<file path="config.mk">
export PLATFORM = sky130hd
export DESIGN_NAME = signed_int_to_decimal_ascii_core
export DESIGN_NICKNAME = d
export VERILOG_FILES = /design/src/hw/rtl/itoa_pkg.sv /design/src/hw/rtl/itoa_mag.sv /design/src/hw/rtl/itoa_dd_stage.sv /design/src/hw/rtl/itoa_lead.sv /design/src/hw/rtl/itoa_ser.sv /design/src/hw/rtl/signed_int_to_decimal_ascii_core.sv
export SDC_FILE = /design/constraint.sdc
export NUM_CORES = 1
export LEC_CHECK = 0
export BUFFER_PORTS_ARGS = -buffer_cell sky130_fd_sc_hd__buf_2
export CAP_MARGIN = 20
export CORE_MARGIN = 5
export CORE_UTILIZATION = 50
export CTS_BUF_LIST = sky130_fd_sc_hd__clkbuf_8 sky130_fd_sc_hd__clkbuf_16
export DETAILED_ROUTE_END_ITERATION = 7
export GPL_TIMING_DRIVEN = 0
export PLACE_DENSITY = 0.68
export SETUP_SLACK_MARGIN = 0.5
export SKIP_LAST_GASP = 1
export SLEW_MARGIN = 30
export SYNTH_ARGS = -nofsm -noshare
export SYNTH_HDL_FRONTEND = slang
export SYNTH_SLANG_ARGS = --single-unit
</file>
<file path="constraint.sdc">
create_clock -name clk_i -period 4.4 [get_ports clk_i]
set_clock_uncertainty 0.1 [all_clocks]
set_input_delay 0.88 -clock clk_i [delete_from_list [all_inputs] [get_ports clk_i]]
set_output_delay 0.88 -clock clk_i [all_outputs]
set_load 0.01 [all_outputs]
</file>
<file path="src/hw/rtl/itoa_pkg.sv">
`timescale 1ns / 1ps

package itoa_pkg;

  // Default operand width of the converter.
  localparam int VALUE_WIDTH_DEF = 32;

  // Binary bits folded into the decimal word by one conversion stage.
  localparam int DD_BITS = 4;

  // Width of one output character code.
  localparam int CHAR_W = 6;

  typedef logic [CHAR_W-1:0] char_t;

  // Character codes of the decimal text.
  localparam char_t CHAR_ZERO  = 6'd48;
  localparam char_t CHAR_MINUS = 6'd45;

endpackage

</file>
<file path="src/hw/rtl/itoa_mag.sv">
`timescale 1ns / 1ps

module itoa_mag import itoa_pkg::*; #(
  parameter int VALUE_WIDTH = VALUE_WIDTH_DEF
) (
  input  logic                   clk_i,
  input  logic                   rst_ni,
  input  logic                   valid_i,
  output logic                   ready_o,
  input  logic [VALUE_WIDTH-1:0] value_i,
  output logic                   valid_o,
  input  logic                   ready_i,
  output logic                   neg_o,
  output logic [VALUE_WIDTH-1:0] mag_o
);

  logic                   valid_q;
  logic                   neg_q;
  logic [VALUE_WIDTH-1:0] mag_q;
  logic [VALUE_WIDTH-1:0] mag_d;

  // The stage takes a new item whenever it is empty or its item moves on.
  assign ready_o = !valid_q || ready_i;

  // Unsigned magnitude; the most negative value maps onto itself, which is
  // exactly its magnitude read as unsigned.
  assign mag_d = value_i[VALUE_WIDTH-1] ? (~value_i + VALUE_WIDTH'(1)) : value_i;

  always_ff @(posedge clk_i or negedge rst_ni) begin
    if (!rst_ni) begin
      valid_q <= 1'b0;
    end else if (ready_o) begin
      valid_q <= valid_i;
    end
  end

  always_ff @(posedge clk_i) begin
    if (ready_o && valid_i) begin
      neg_q <= value_i[VALUE_WIDTH-1];
      mag_q <= mag_d;
    end
  end

  assign valid_o = valid_q;
  assign neg_o   = neg_q;
  assign mag_o   = mag_q;

endmodule

</file>
<file path="src/hw/rtl/itoa_dd_stage.sv">
`timescale 1ns / 1ps

module itoa_dd_stage import itoa_pkg::*; #(
  parameter int VALUE_WIDTH = VALUE_WIDTH_DEF,
  parameter int NUM_DIGITS  = 10,
  parameter int STEP_BITS   = DD_BITS
) (
  input  logic                    clk_i,
  input  logic                    rst_ni,
  input  logic                    valid_i,
  output logic                    ready_o,
  input  logic                    neg_i,
  input  logic [VALUE_WIDTH-1:0]  bin_i,
  input  logic [NUM_DIGITS*4-1:0] bcd_i,
  output logic                    valid_o,
  input  logic                    ready_i,
  output logic                    neg_o,
  output logic [VALUE_WIDTH-1:0]  bin_o,
  output logic [NUM_DIGITS*4-1:0] bcd_o
);

  logic                    valid_q;
  logic                    neg_q;
  logic [VALUE_WIDTH-1:0]  bin_q;
  logic [NUM_DIGITS*4-1:0] bcd_q;
  logic [VALUE_WIDTH-1:0]  bin_d;
  logic [NUM_DIGITS*4-1:0] bcd_d;

  assign ready_o = !valid_q || ready_i;

  // Shift-and-add-3: each step corrects every decimal digit of five or more,
  // then shifts the next binary bit in at the bottom of the decimal word.
  always_comb begin
    bin_d = bin_i;
    bcd_d = bcd_i;
    for (int s = 0; s < STEP_BITS; s++) begin
      for (int d = 0; d < NUM_DIGITS; d++) begin
        if (bcd_d[d*4 +: 4] >= 4'd5) begin
          bcd_d[d*4 +: 4] = bcd_d[d*4 +: 4] + 4'd3;
        end
      end
      bcd_d = {bcd_d[NUM_DIGITS*4-2:0], bin_d[VALUE_WIDTH-1]};
      bin_d = {bin_d[VALUE_WIDTH-2:0], 1'b0};
    end
  end

  always_ff @(posedge clk_i or negedge rst_ni) begin
    if (!rst_ni) begin
      valid_q <= 1'b0;
    end else if (ready_o) begin
      valid_q <= valid_i;
    end
  end

  always_ff @(posedge clk_i) begin
    if (ready_o && valid_i) begin
      neg_q <= neg_i;
      bin_q <= bin_d;
      bcd_q <= bcd_d;
    end
  end

  assign valid_o = valid_q;
  assign neg_o   = neg_q;
  assign bin_o   = bin_q;
  assign bcd_o   = bcd_q;

endmodule

</file>
<file path="src/hw/rtl/itoa_lead.sv">
`timescale 1ns / 1ps

module itoa_lead import itoa_pkg::*; #(
  parameter int NUM_DIGITS = 10,
  parameter int POS_W      = 4
) (
  input  logic                    clk_i,
  input  logic                    rst_ni,
  input  logic                    valid_i,
  output logic                    ready_o,
  input  logic                    neg_i,
  input  logic [NUM_DIGITS*4-1:0] bcd_i,
  output logic                    valid_o,
  input  logic                    ready_i,
  output logic                    neg_o,
  output logic [NUM_DIGITS*4-1:0] bcd_o,
  output logic [POS_W-1:0]        top_o
);

  logic                    valid_q;
  logic                    neg_q;
  logic [NUM_DIGITS*4-1:0] bcd_q;
  logic [POS_W-1:0]        top_q;
  logic [POS_W-1:0]        top_d;

  assign ready_o = !valid_q || ready_i;

  // Index of the most significant nonzero digit; zero keeps one digit.
  always_comb begin
    top_d = '0;
    for (int d = 1; d < NUM_DIGITS; d++) begin
      if (bcd_i[d*4 +: 4] != 4'd0) begin
        top_d = POS_W'(d);
      end
    end
  end

  always_ff @(posedge clk_i or negedge rst_ni) begin
    if (!rst_ni) begin
      valid_q <= 1'b0;
    end else if (ready_o) begin
      valid_q <= valid_i;
    end
  end

  always_ff @(posedge clk_i) begin
    if (ready_o && valid_i) begin
      neg_q <= neg_i;
      bcd_q <= bcd_i;
      top_q <= top_d;
    end
  end

  assign valid_o = valid_q;
  assign neg_o   = neg_q;
  assign bcd_o   = bcd_q;
  assign top_o   = top_q;

endmodule

</file>
<file path="src/hw/rtl/itoa_ser.sv">
`timescale 1ns / 1ps

module itoa_ser import itoa_pkg::*; #(
  parameter int NUM_DIGITS = 10,
  parameter int POS_W      = 4
) (
  input  logic                    clk_i,
  input  logic                    rst_ni,
  input  logic                    valid_i,
  output logic                    ready_o,
  input  logic                    neg_i,
  input  logic [NUM_DIGITS*4-1:0] bcd_i,
  input  logic [POS_W-1:0]        top_i,
  output logic                    out_valid_o,
  input  logic                    out_stall_i,
  output char_t                   character_o,
  output logic                    last_o
);

  logic                    busy_q;
  logic                    sign_q;
  logic [POS_W-1:0]        pos_q;
  logic [NUM_DIGITS*4-1:0] bcd_q;
  logic                    out_valid_q;
  char_t                   char_q;
  logic                    last_q;

  logic                    adv;
  logic                    have;
  logic                    emit;
  logic                    cur_sign;
  logic [POS_W-1:0]        cur_pos;
  logic [NUM_DIGITS*4-1:0] cur_bcd;
  logic [3:0]              digit;
  char_t                   char_d;
  logic                    last_d;

  // The output register can load when it is empty or being taken.
  assign adv  = !out_valid_q || !out_stall_i;
  assign have = busy_q || valid_i;
  assign emit = adv && have;

  // A new item is emitted straight from the input, so items follow
  // one another without a gap character slot.
  assign cur_sign = busy_q ? sign_q : neg_i;
  assign cur_pos  = busy_q ? pos_q  : top_i;
  assign cur_bcd  = busy_q ? bcd_q  : bcd_i;
  assign digit    = cur_bcd[cur_pos*4 +: 4];
  assign ready_o  = !busy_q && adv;

  // Minus sign first, then digits from the most significant down.
  always_comb begin
    if (cur_sign) begin
      char_d = CHAR_MINUS;
      last_d = 1'b0;
    end else begin
      char_d = CHAR_ZERO + char_t'(digit);
      last_d = (cur_pos == '0);
    end
  end

  always_ff @(posedge clk_i or negedge rst_ni) begin
    if (!rst_ni) begin
      busy_q      <= 1'b0;
      sign_q      <= 1'b0;
      out_valid_q <= 1'b0;
    end else begin
      if (emit) begin
        busy_q <= !last_d;
        sign_q <= 1'b0;
      end
      if (adv) begin
        out_valid_q <= have;
      end
    end
  end

  always_ff @(posedge clk_i) begin
    if (emit) begin
      pos_q  <= cur_sign ? cur_pos : cur_pos - POS_W'(1);
      bcd_q  <= cur_bcd;
      char_q <= char_d;
      last_q <= last_d;
    end
  end

  assign out_valid_o = out_valid_q;
  assign character_o = char_q;
  assign last_o      = last_q;

endmodule

</file>
<file path="src/hw/rtl/signed_int_to_decimal_ascii_core.sv">
`timescale 1ns / 1ps
// Registered stages, in order: sign and magnitude, the shift-and-add-3 stages,
// leading-digit search, and the character output register.
// Throughput: one character per cycle while out_stall_i is low; an item holds
// the output for its digit count plus one for a minus sign (1 to 11 characters at 32 bits), back to back.
// Reset (rst_ni, asynchronous, active low) empties every stage; no state is kept.
module signed_int_to_decimal_ascii_core import itoa_pkg::*; #(
  parameter int VALUE_WIDTH = VALUE_WIDTH_DEF
) (
  input  logic                   clk_i,
  input  logic                   rst_ni,
  input  logic                   in_valid_i,
  output logic                   in_stall_o,
  input  logic [VALUE_WIDTH-1:0] value_i,
  output logic                   out_valid_o,
  input  logic                   out_stall_i,
  output char_t                  character_o,
  output logic                   last_o
);

  localparam int NumDigits = (VALUE_WIDTH * 30103) / 100000 + 1;
  localparam int PosW      = $clog2(NumDigits);
  localparam int NumStages = (VALUE_WIDTH + DD_BITS - 1) / DD_BITS;

  logic                   in_ready;
  logic                   valid_s [NumStages+1];
  logic                   ready_s [NumStages+1];
  logic                   neg_s   [NumStages+1];
  logic [NumDigits*4-1:0] bcd_s   [NumStages+1];
  logic [VALUE_WIDTH-1:0] bin_s   [NumStages];
  logic                   lead_valid;
  logic                   lead_ready;
  logic                   lead_neg;
  logic [NumDigits*4-1:0] lead_bcd;
  logic [PosW-1:0]        lead_top;

  assign in_stall_o = !in_ready;

  // Sign and magnitude.
  itoa_mag #(
    .VALUE_WIDTH(VALUE_WIDTH)
  ) u_mag (
    .clk_i   (clk_i),
    .rst_ni  (rst_ni),
    .valid_i (in_valid_i),
    .ready_o (in_ready),
    .value_i (value_i),
    .valid_o (valid_s[0]),
    .ready_i (ready_s[0]),
    .neg_o   (neg_s[0]),
    .mag_o   (bin_s[0])
  );

  assign bcd_s[0] = '0;

  // Binary to decimal, DD_BITS bits per stage (fewer in the last if VALUE_WIDTH is not a multiple).
  for (genvar s = 0; s < NumStages; s++) begin : g_dd
    localparam int Rem  = VALUE_WIDTH - s * DD_BITS;
    localparam int Step = (Rem < DD_BITS) ? Rem : DD_BITS;
    if (s == NumStages - 1) begin : g_last
      itoa_dd_stage #(
        .VALUE_WIDTH(VALUE_WIDTH),
        .NUM_DIGITS (NumDigits),
        .STEP_BITS  (Step)
      ) u_stage (
        .clk_i   (clk_i),
        .rst_ni  (rst_ni),
        .valid_i (valid_s[s]),
        .ready_o (ready_s[s]),
        .neg_i   (neg_s[s]),
        .bin_i   (bin_s[s]),
        .bcd_i   (bcd_s[s]),
        .valid_o (valid_s[s+1]),
        .ready_i (ready_s[s+1]),
        .neg_o   (neg_s[s+1]),
        .bin_o   (),
        .bcd_o   (bcd_s[s+1])
      );
    end else begin : g_mid
      itoa_dd_stage #(
        .VALUE_WIDTH(VALUE_WIDTH),
        .NUM_DIGITS (NumDigits),
        .STEP_BITS  (Step)
      ) u_stage (
        .clk_i   (clk_i),
        .rst_ni  (rst_ni),
        .valid_i (valid_s[s]),
        .ready_o (ready_s[s]),
        .neg_i   (neg_s[s]),
        .bin_i   (bin_s[s]),
        .bcd_i   (bcd_s[s]),
        .valid_o (valid_s[s+1]),
        .ready_i (ready_s[s+1]),
        .neg_o   (neg_s[s+1]),
        .bin_o   (bin_s[s+1]),
        .bcd_o   (bcd_s[s+1])
      );
    end
  end

  // Leading digit position.
  itoa_lead #(
    .NUM_DIGITS(NumDigits),
    .POS_W     (PosW)
  ) u_lead (
    .clk_i   (clk_i),
    .rst_ni  (rst_ni),
    .valid_i (valid_s[NumStages]),
    .ready_o (ready_s[NumStages]),
    .neg_i   (neg_s[NumStages]),
    .bcd_i   (bcd_s[NumStages]),
    .valid_o (lead_valid),
    .ready_i (lead_ready),
    .neg_o   (lead_neg),
    .bcd_o   (lead_bcd),
    .top_o   (lead_top)
  );

  // Character serializer and output register.
  itoa_ser #(
    .NUM_DIGITS(NumDigits),
    .POS_W     (PosW)
  ) u_ser (
    .clk_i       (clk_i),
    .rst_ni      (rst_ni),
    .valid_i     (lead_valid),
    .ready_o     (lead_ready),
    .neg_i       (lead_neg),
    .bcd_i       (lead_bcd),
    .top_i       (lead_top),
    .out_valid_o (out_valid_o),
    .out_stall_i (out_stall_i),
    .character_o (character_o),
    .last_o      (last_o)
  );

  // Only a minus sign or a decimal digit ever leaves the block.
  assert property (@(posedge clk_i) disable iff (!rst_ni)
    out_valid_o |-> (character_o == CHAR_MINUS) ||
                    ((character_o >= CHAR_ZERO) && (character_o <= CHAR_ZERO + char_t'(9))))
    else $error("character outside the decimal alphabet");

  // The final character of a number is always a digit.
  assert property (@(posedge clk_i) disable iff (!rst_ni)
    (out_valid_o && last_o) |-> (character_o != CHAR_MINUS))
    else $error("minus sign flagged as last character");

  // A minus sign that is taken is followed by a digit, never another sign.
  assert property (@(posedge clk_i) disable iff (!rst_ni)
    (out_valid_o && !out_stall_i && (character_o == CHAR_MINUS)) |=>
    (out_valid_o && (character_o != CHAR_MINUS)))
    else $error("minus sign not followed by a digit");

endmodule

</file>
== Word-level counts from Yosys, hierarchy flattened ==
Index checks and enable logic that the tools add are counted.

* Input port bits: 36
* Logic and storage cells: 912
* Register bits after elaboration: 541
* Output and inout bits: 9

* Mux-type cells: 279
* Add/subtract/negate cells: 268
* Bitwise gates (word level): 1
* Shifts and indexed selects: 1
* Reduce and logical (&&, ||, !) cells: 50
* Magnitude comparators: 265

{| class="wikitable"
|+ Operator list
! operator !! count
|-
| 4-bit by 3-bit greater-or-equal comparator with 1-bit output (second input constant) || 255
|-
| 4-bit 2-to-1 mux || 249
|-
| 4-bit by 2-bit adder with 4-bit output (second input constant) || 234
|-
| 3-bit 2-to-1 mux || 22
|-
| 3-bit by 2-bit adder with 3-bit output (second input constant) || 21
|-
| 40-bit 2-to-1 mux || 1
|-
| 40-bit by 7-bit variable part select with 4-bit output || 1
|-
| 4-bit nonzero test || 9
|-
| 32-bit by 1-bit adder with 32-bit output (second input constant) || 1
|-
| 32-bit NOT || 1
|-
| 31-bit 2-to-1 mux || 1
|-
| 1-bit by 2-bit adder with 3-bit output (second input constant) || 8
|-
| 1-bit by 3-bit greater-or-equal comparator with 1-bit output (second input constant) || 8
|-
| 1-bit logical NOT || 15
|-
| 1-bit logical AND || 12
|-
| 1-bit logical OR || 12
|-
| 1-bit by 2-bit adder with 3-bit output (both inputs constant) || 2
|-
| 5-bit by 5-bit adder with 6-bit output (first input constant) || 1
|-
| 1-bit by 3-bit greater-or-equal comparator with 1-bit output (both inputs constant) || 2
|-
| 1-bit 2-to-1 mux || 6
|-
| 4-bit logical NOT || 1
|-
| 4-bit by 1-bit subtractor with 4-bit output (second input constant) || 1
|-
| 2-bit OR reduction || 1
|}

== Depth between registers and ports, before layout ==
* Word-level depth: 14
* Mapped depth: 19
* Gate-level depth less buffers: 19

== Modules after synthesis ==
Synthesis repeated with hierarchy kept, for this count alone.

* Cell total of the unflattened synthesis: 7,291
* Area, all modules: 64,157.8 sq um

{| class="wikitable"
|+ Modules (own cells, without submodules)
! module !! seq. area each (sq um) !! cells an instance !! instances !! area each (sq um)
|-
| itoa_dd_stage || 2,097.0 || 862 || 8 || 7,263.2
|-
| itoa_ser || 1,551.5 || 188 || 1 || 2,703.8
|-
| itoa_mag || 1,016.0 || 134 || 1 || 1,804.2
|-
| itoa_lead || 1,376.3 || 71 || 1 || 1,536.5
|-
| signed_int_to_decimal_ascii_core || 0.0 || 2 || 1 || 7.5
|}

== Worst setup path before layout ==
OpenSTA, ideal clock, no wires.

* Path kind: input-to-reg
* From: input port out_stall_i
* To: register g_dd[3].g_mid.u_stage.bcd_q[0], enable pin
* Arrival time: 4.410 ns
* Required time: 3.808 ns
* Slack: -0.601 ns
* Path buffers: 1
* Setup time: 0.492 ns
* Cell stages on the path: 6
* Cells stage by stage: a21oi_1 nor2b_1 and3_1 and3_1 clkbuf_1 a21boi_0

* Cells in the longest elaborated chain, start to end: 10

{| class="wikitable"
|+ RTL lines
! item !! line !! text
|-
| from (decl) || signed_int_to_decimal_ascii_core.sv:16 || <nowiki>input logic out_stall_i,</nowiki>
|-
| 1-bit logical NOT || itoa_ser.sv:39 || <nowiki>assign adv = !out_valid_q || !out_stall_i;</nowiki>
|-
| 1-bit logical OR || itoa_ser.sv:39 ||
|-
| 1-bit logical AND || itoa_ser.sv:49 || <nowiki>assign ready_o = !busy_q && adv;</nowiki>
|-
| 1-bit logical OR || itoa_lead.sv:26 || <nowiki>assign ready_o = !valid_q || ready_i;</nowiki>
|-
| 1-bit logical OR (5 in a row) || itoa_dd_stage.sv:29 || <nowiki>assign ready_o = !valid_q || ready_i;</nowiki>
|-
| 1-bit logical AND || itoa_dd_stage.sv:56 || <nowiki>if (ready_o && valid_i) begin</nowiki>
|-
| to (signal assigned) || itoa_dd_stage.sv:59 || <nowiki>bcd_q <= bcd_d;</nowiki>
|-
| to (decl) || itoa_dd_stage.sv:25 || <nowiki>logic [NUM_DIGITS*4-1:0] bcd_q;</nowiki>
|}

Every way passes these cells.
A chain may end at the register's enable or synchronous reset.

== Final worst setup path ==
* From: register g_dd[2].g_mid.u_stage.bcd_q[0]
* To: register g_dd[3].g_mid.u_stage.bcd_q[7] (data pin)

* Cells in the longest elaborated chain, start to end: 8
* Elaborated cells between the ends (all ways): 18
* Those cells by class: add/sub (6); order compare (6); mux (6)

{| class="wikitable"
|+ RTL lines
! item !! line !! text
|-
| from (decl) || itoa_dd_stage.sv:25 ||
|-
| from (signal assigned) || itoa_dd_stage.sv:59 ||
|-
| 4-bit by 2-bit adder with 4-bit output / 4-bit by 3-bit greater-or-equal comparator with 1-bit output (equally long branches) || itoa_dd_stage.sv:39, itoa_dd_stage.sv:38 ||
|-
| 4-bit 2-to-1 mux * || itoa_dd_stage.sv:38 || <nowiki>if (bcd_d[d*4 +: 4] >= 4'd5) begin</nowiki>
|-
| 4-bit by 2-bit adder with 4-bit output / 4-bit by 3-bit greater-or-equal comparator with 1-bit output (equally long branches) || itoa_dd_stage.sv:39, itoa_dd_stage.sv:38 ||
|-
| 4-bit 2-to-1 mux || itoa_dd_stage.sv:38 ||
|-
| 4-bit by 2-bit adder with 4-bit output / 4-bit by 3-bit greater-or-equal comparator with 1-bit output (equally long branches) || itoa_dd_stage.sv:39, itoa_dd_stage.sv:38 ||
|-
| 4-bit 2-to-1 mux || itoa_dd_stage.sv:38 ||
|-
| 4-bit by 2-bit adder with 4-bit output / 4-bit by 3-bit greater-or-equal comparator with 1-bit output (equally long branches) || itoa_dd_stage.sv:39, itoa_dd_stage.sv:38 ||
|-
| 4-bit 2-to-1 mux * || itoa_dd_stage.sv:38 ||
|-
| named net g_dd[3].g_mid.u_stage.bcd_d[7] || itoa_dd_stage.sv:27 || <nowiki>logic [NUM_DIGITS*4-1:0] bcd_d;</nowiki>
|}

Mark *: on every way through the listed nets, which the timed path passes. The rest lies on a longest branch.

==> results.toml <==
[run_status]
run_status = "finished clean"

[timing]
worstMarginPinSlew_ns = 0.8505
max_freq_mhz = 263.6
slew_viol_final = 0
fin_crit_sh_pct = 86.23
hold_viol_final = 0
rsz0062_at_grt = "yes"
min_period_ns = 3.794
relSlewSlack_pct = 41.68
setup-violations-final = 0

[setup_path]
required_ns = 4.62
cp-end-kind = "flop"
crit_type = "flop to flop"
critPathTopFamily = "compound AO/OA/AOI/OAI gates"
crit_chain = "buf_4 > ha_1 > nand2b_4 > a21oi_4 > mux2i_4 > o21ai_4 > xnor2_4 > inv_2 > buf_6 > ha_2 > maj3_1 > a221o_2 > buf_8 > mux2i_1 > a31oi_1 > o21ai_1"
crit_slowest_cell = "a221o_2"
cp_num_buf_inv = 4
cp_max_fo = 10
startpoint_type = "flop"
cp_data_arrival_time_ns = 4.01
critPathMaxStageDelay_ns = 0.44

[die]
core.rowCount = 92
fp.dieH_um = 262.1
io-pin-count = 45
die_w_um = 262.1
start_util_pct = 50.46
coreArea_um2 = 62970
die-area_um2 = 68690

[grt]
grt_use_total_pct = 17.93
overflow = 0
antenna_found_initial = 0
grt_pass1_vias = 24216
grt_pass1_wl_um = 107800
grt_max_degree = 34

[logic_synthesis]
synth-edff-count = 433
synth_area_leaders = "edfxtp_1 (41%), ha_1 (5.7%), a21oi_1 (4.7%)"
synth_commonest_cells = "edfxtp_1 (433), a21oi_1 (296), o21ai_0 (288)"
syn_inst = 3286
synthArstFlopShare_pct = 2.697
ys_types = 90
synth.avg_cell_area_um2 = 9.670
syn_nets = 3468
synth-main-ff-cell = "edfxtp_1"
synth_most_common_cell = "edfxtp_1"
syn-cell-area_um2 = 31770
ys_seq_elements = 445
yosysSeqAreaShare_pct = 41.87
synth_top_area_share_pct = 40.92
synth_largest_area_cell = "edfxtp_1"
yosys_warnings = 0

[flow_run]
cap_viol_max_count = 0

[layout]
synthToLayoutAreaGrowth_pct = 14.19
drive_above_1_share_pct = 15.21
diodes = 0
layout.nets = 3622
fill_cells = 5289
finalInstanceArea_um2 = 36280

[clocking]
cts_tree = "done"
cts_buffers = 49
clock-root-buffer = "clkbuf_16"
clk_pin_slew_ns = 0.06
clk_path_buf_depth = 3
clk_latency_ns = 0.60
clock-sinks = 445
ctsHoldBuffers = 0
htreeDepth = 2

[routing]
viasPerCell = 5.935
drcViolationCount = 0
vias = 25655
first_pass_iters = 7
wirelength_um = 64750
post_drt_wl_per_cell_um = 14.98
postRouteAntennaNets = 0
drt_iter0_drc = 1952

[placed_design]
io_buffers = 43
place_area_um2 = 33520
dp_hpwl_um = 46550
place.gp.congestion = 0.8367

[worst_hold_path]
worst_hold_path_type = "primary input to asynchronous set/reset pin"
[area by class of cell]
cell class	count	area [um^2]	share of cell area (%)
sequential	445	13300	36.66
multi-input combinational	2543	18240	50.27
tap	846	1059	2.917
buffer	100	424.2	1.169
inverter	198	745.7	2.055
clock buffer	56	1323	3.645
clock inverter	32	265.3	0.7311
timing repair buffer	103	925.9	2.552
[layer usage]
layer / track usage [%] / up-vias / routed length [um]
met2: 34.16 / 593 / 33840
met1: 21.08 / 12189 / 26840
met4: 5.243 / 0 / 1590
li1: - / 12738 / -
met5: 0 / - / 0
met3: 2.258 / 135 / 2482
[cells in the final DEF, fill, tap and decap left out, drive strengths merged, types with 32 or more instances in the layout]
| cell type | instances |
|---|---|
| a211oi | 35 |
| clkbuf | 137 |
| nor2 | 241 |
| edfxtp | 433 |
| buf | 122 |
| a31oi | 95 |
| xor2 | 32 |
| o21ai | 304 |
| xnor2 | 163 |
| ha | 146 |
| nand3 | 46 |
| o211ai | 40 |
| inv | 207 |
| mux2 | 116 |
| nor3b | 47 |
| a21o | 38 |
| nand2 | 221 |
| mux2i | 107 |
| o22ai | 33 |
| nand2b | 74 |
| nor3 | 58 |
| nor2b | 40 |
| a21oi | 302 |
[timing repair]
action	in CTS	in global routing
pin swaps	5	20
gates resized for setup	28	150
hold endpoints to repair	0	0
cloned	0	1
endpoints found under the setup margin	45	116
setup buffers	9	36
[state kept, by name, summed over array words and instances (netlist names)]
| signal | count |
|---|---|
| g_dd.g_mid.u_stage.valid_o | 7 |
| g_dd.g_last.u_stage.valid_o | 1 |
| u_lead.top_o | 4 |
| g_dd.g_last.u_stage.bcd_o | 40 |
| u_lead.neg_o | 1 |
| u_ser.bcd_q | 40 |
| g_dd.g_mid.u_stage.bcd_o | 145 |
| u_mag.valid_o | 1 |
| g_dd.g_mid.u_stage.neg_o | 7 |
| u_ser.out_valid_o | 1 |
| u_lead.bcd_o | 40 |
| g_dd.g_last.u_stage.neg_o | 1 |
| u_mag.mag_o | 32 |
| u_mag.neg_o | 1 |
| u_ser.character_o | 5 |
| u_lead.valid_o | 1 |
| u_ser.busy_q | 1 |
| u_ser.pos_q | 4 |
| u_ser.last_o | 1 |
| g_dd.g_mid.u_stage.bin_o | 112 |
[worst reg2reg max path: stages (launching register included)]
cell and delay, ns:
edfxtp_1 0.41, buf_4 0.16, ha_1 0.19, nand2b_4 0.15, a21oi_4 0.19, mux2i_4 0.31
o21ai_4 0.11, xnor2_4 0.20, inv_2 0.06, buf_6 0.14, ha_2 0.18, maj3_1 0.34
a221o_2 0.44, buf_8 0.17, mux2i_1 0.11, a31oi_1 0.18, o21ai_1 0.08
[cells by family after synthesis]
family | after synthesis | synth area share, %
AO/OA/AOI/OAI | 1138 | 22.85
AND/OR/NAND/NOR | 838 | 12.91
flip-flops | 445 | 41.87
buffers and inverters | 298 | 3.572
multiplexers | 224 | 7.553
XOR/XNOR | 195 | 5.458
adder cells (fa/ha/maj) | 147 | 5.781
other | 1 | 0.01180
[worst paths after layout]
check | from | end | slack [ns] | cells after the start
worst max-delay path | g_dd[2].g_mid.u_stage.bcd_o[0] | g_dd[3].g_mid.u_stage.bcd_o[7] | 0.61 | 16
worst min-delay path | rst_ni | u_mag.valid_o | 0.11 | 1
worst max register to register | g_dd[2].g_mid.u_stage.bcd_o[0] | g_dd[3].g_mid.u_stage.bcd_o[7] | 0.61 | 16
worst min register to register | g_dd[1].g_mid.u_stage.bin_o[26] | g_dd[2].g_mid.u_stage.bin_o[30] | 0.31 | 0
max in group asynchronous | rst_ni | u_ser.busy_q | 3.76 | 1
min in group clk_i | g_dd[1].g_mid.u_stage.bin_o[26] | g_dd[2].g_mid.u_stage.bin_o[30] | 0.31 | 0
[per-stage QoR]
| step | setup WS (ns) | setup TNS (ns) | utilization [%] | std cells | hold WS [ns] |
|---|---|---|---|---|---|
| finish | 0.6061 | 0 | 57.62 | 4323 | 0.1112 |
| global route | 0.3973 | 0 | 57.62 | 4323 | 0.1160 |
| CTS | 0.4862 | 0 | 56.10 | 4286 | 0.09134 |
| detailed placement | 0.01592 | 0 | 53.23 | 4189 | 0.3045 |
| global placement | -1.028 | -73.56 | 52.59 | 4175 | 0.3005 |
| floorplan | 0.4858 | 0 | - | 3286 | 0.3003 |
Power is left out: the tool's default activity adds up to more than one toggle a clock period on the data nets, which glitch-free logic cannot reach.
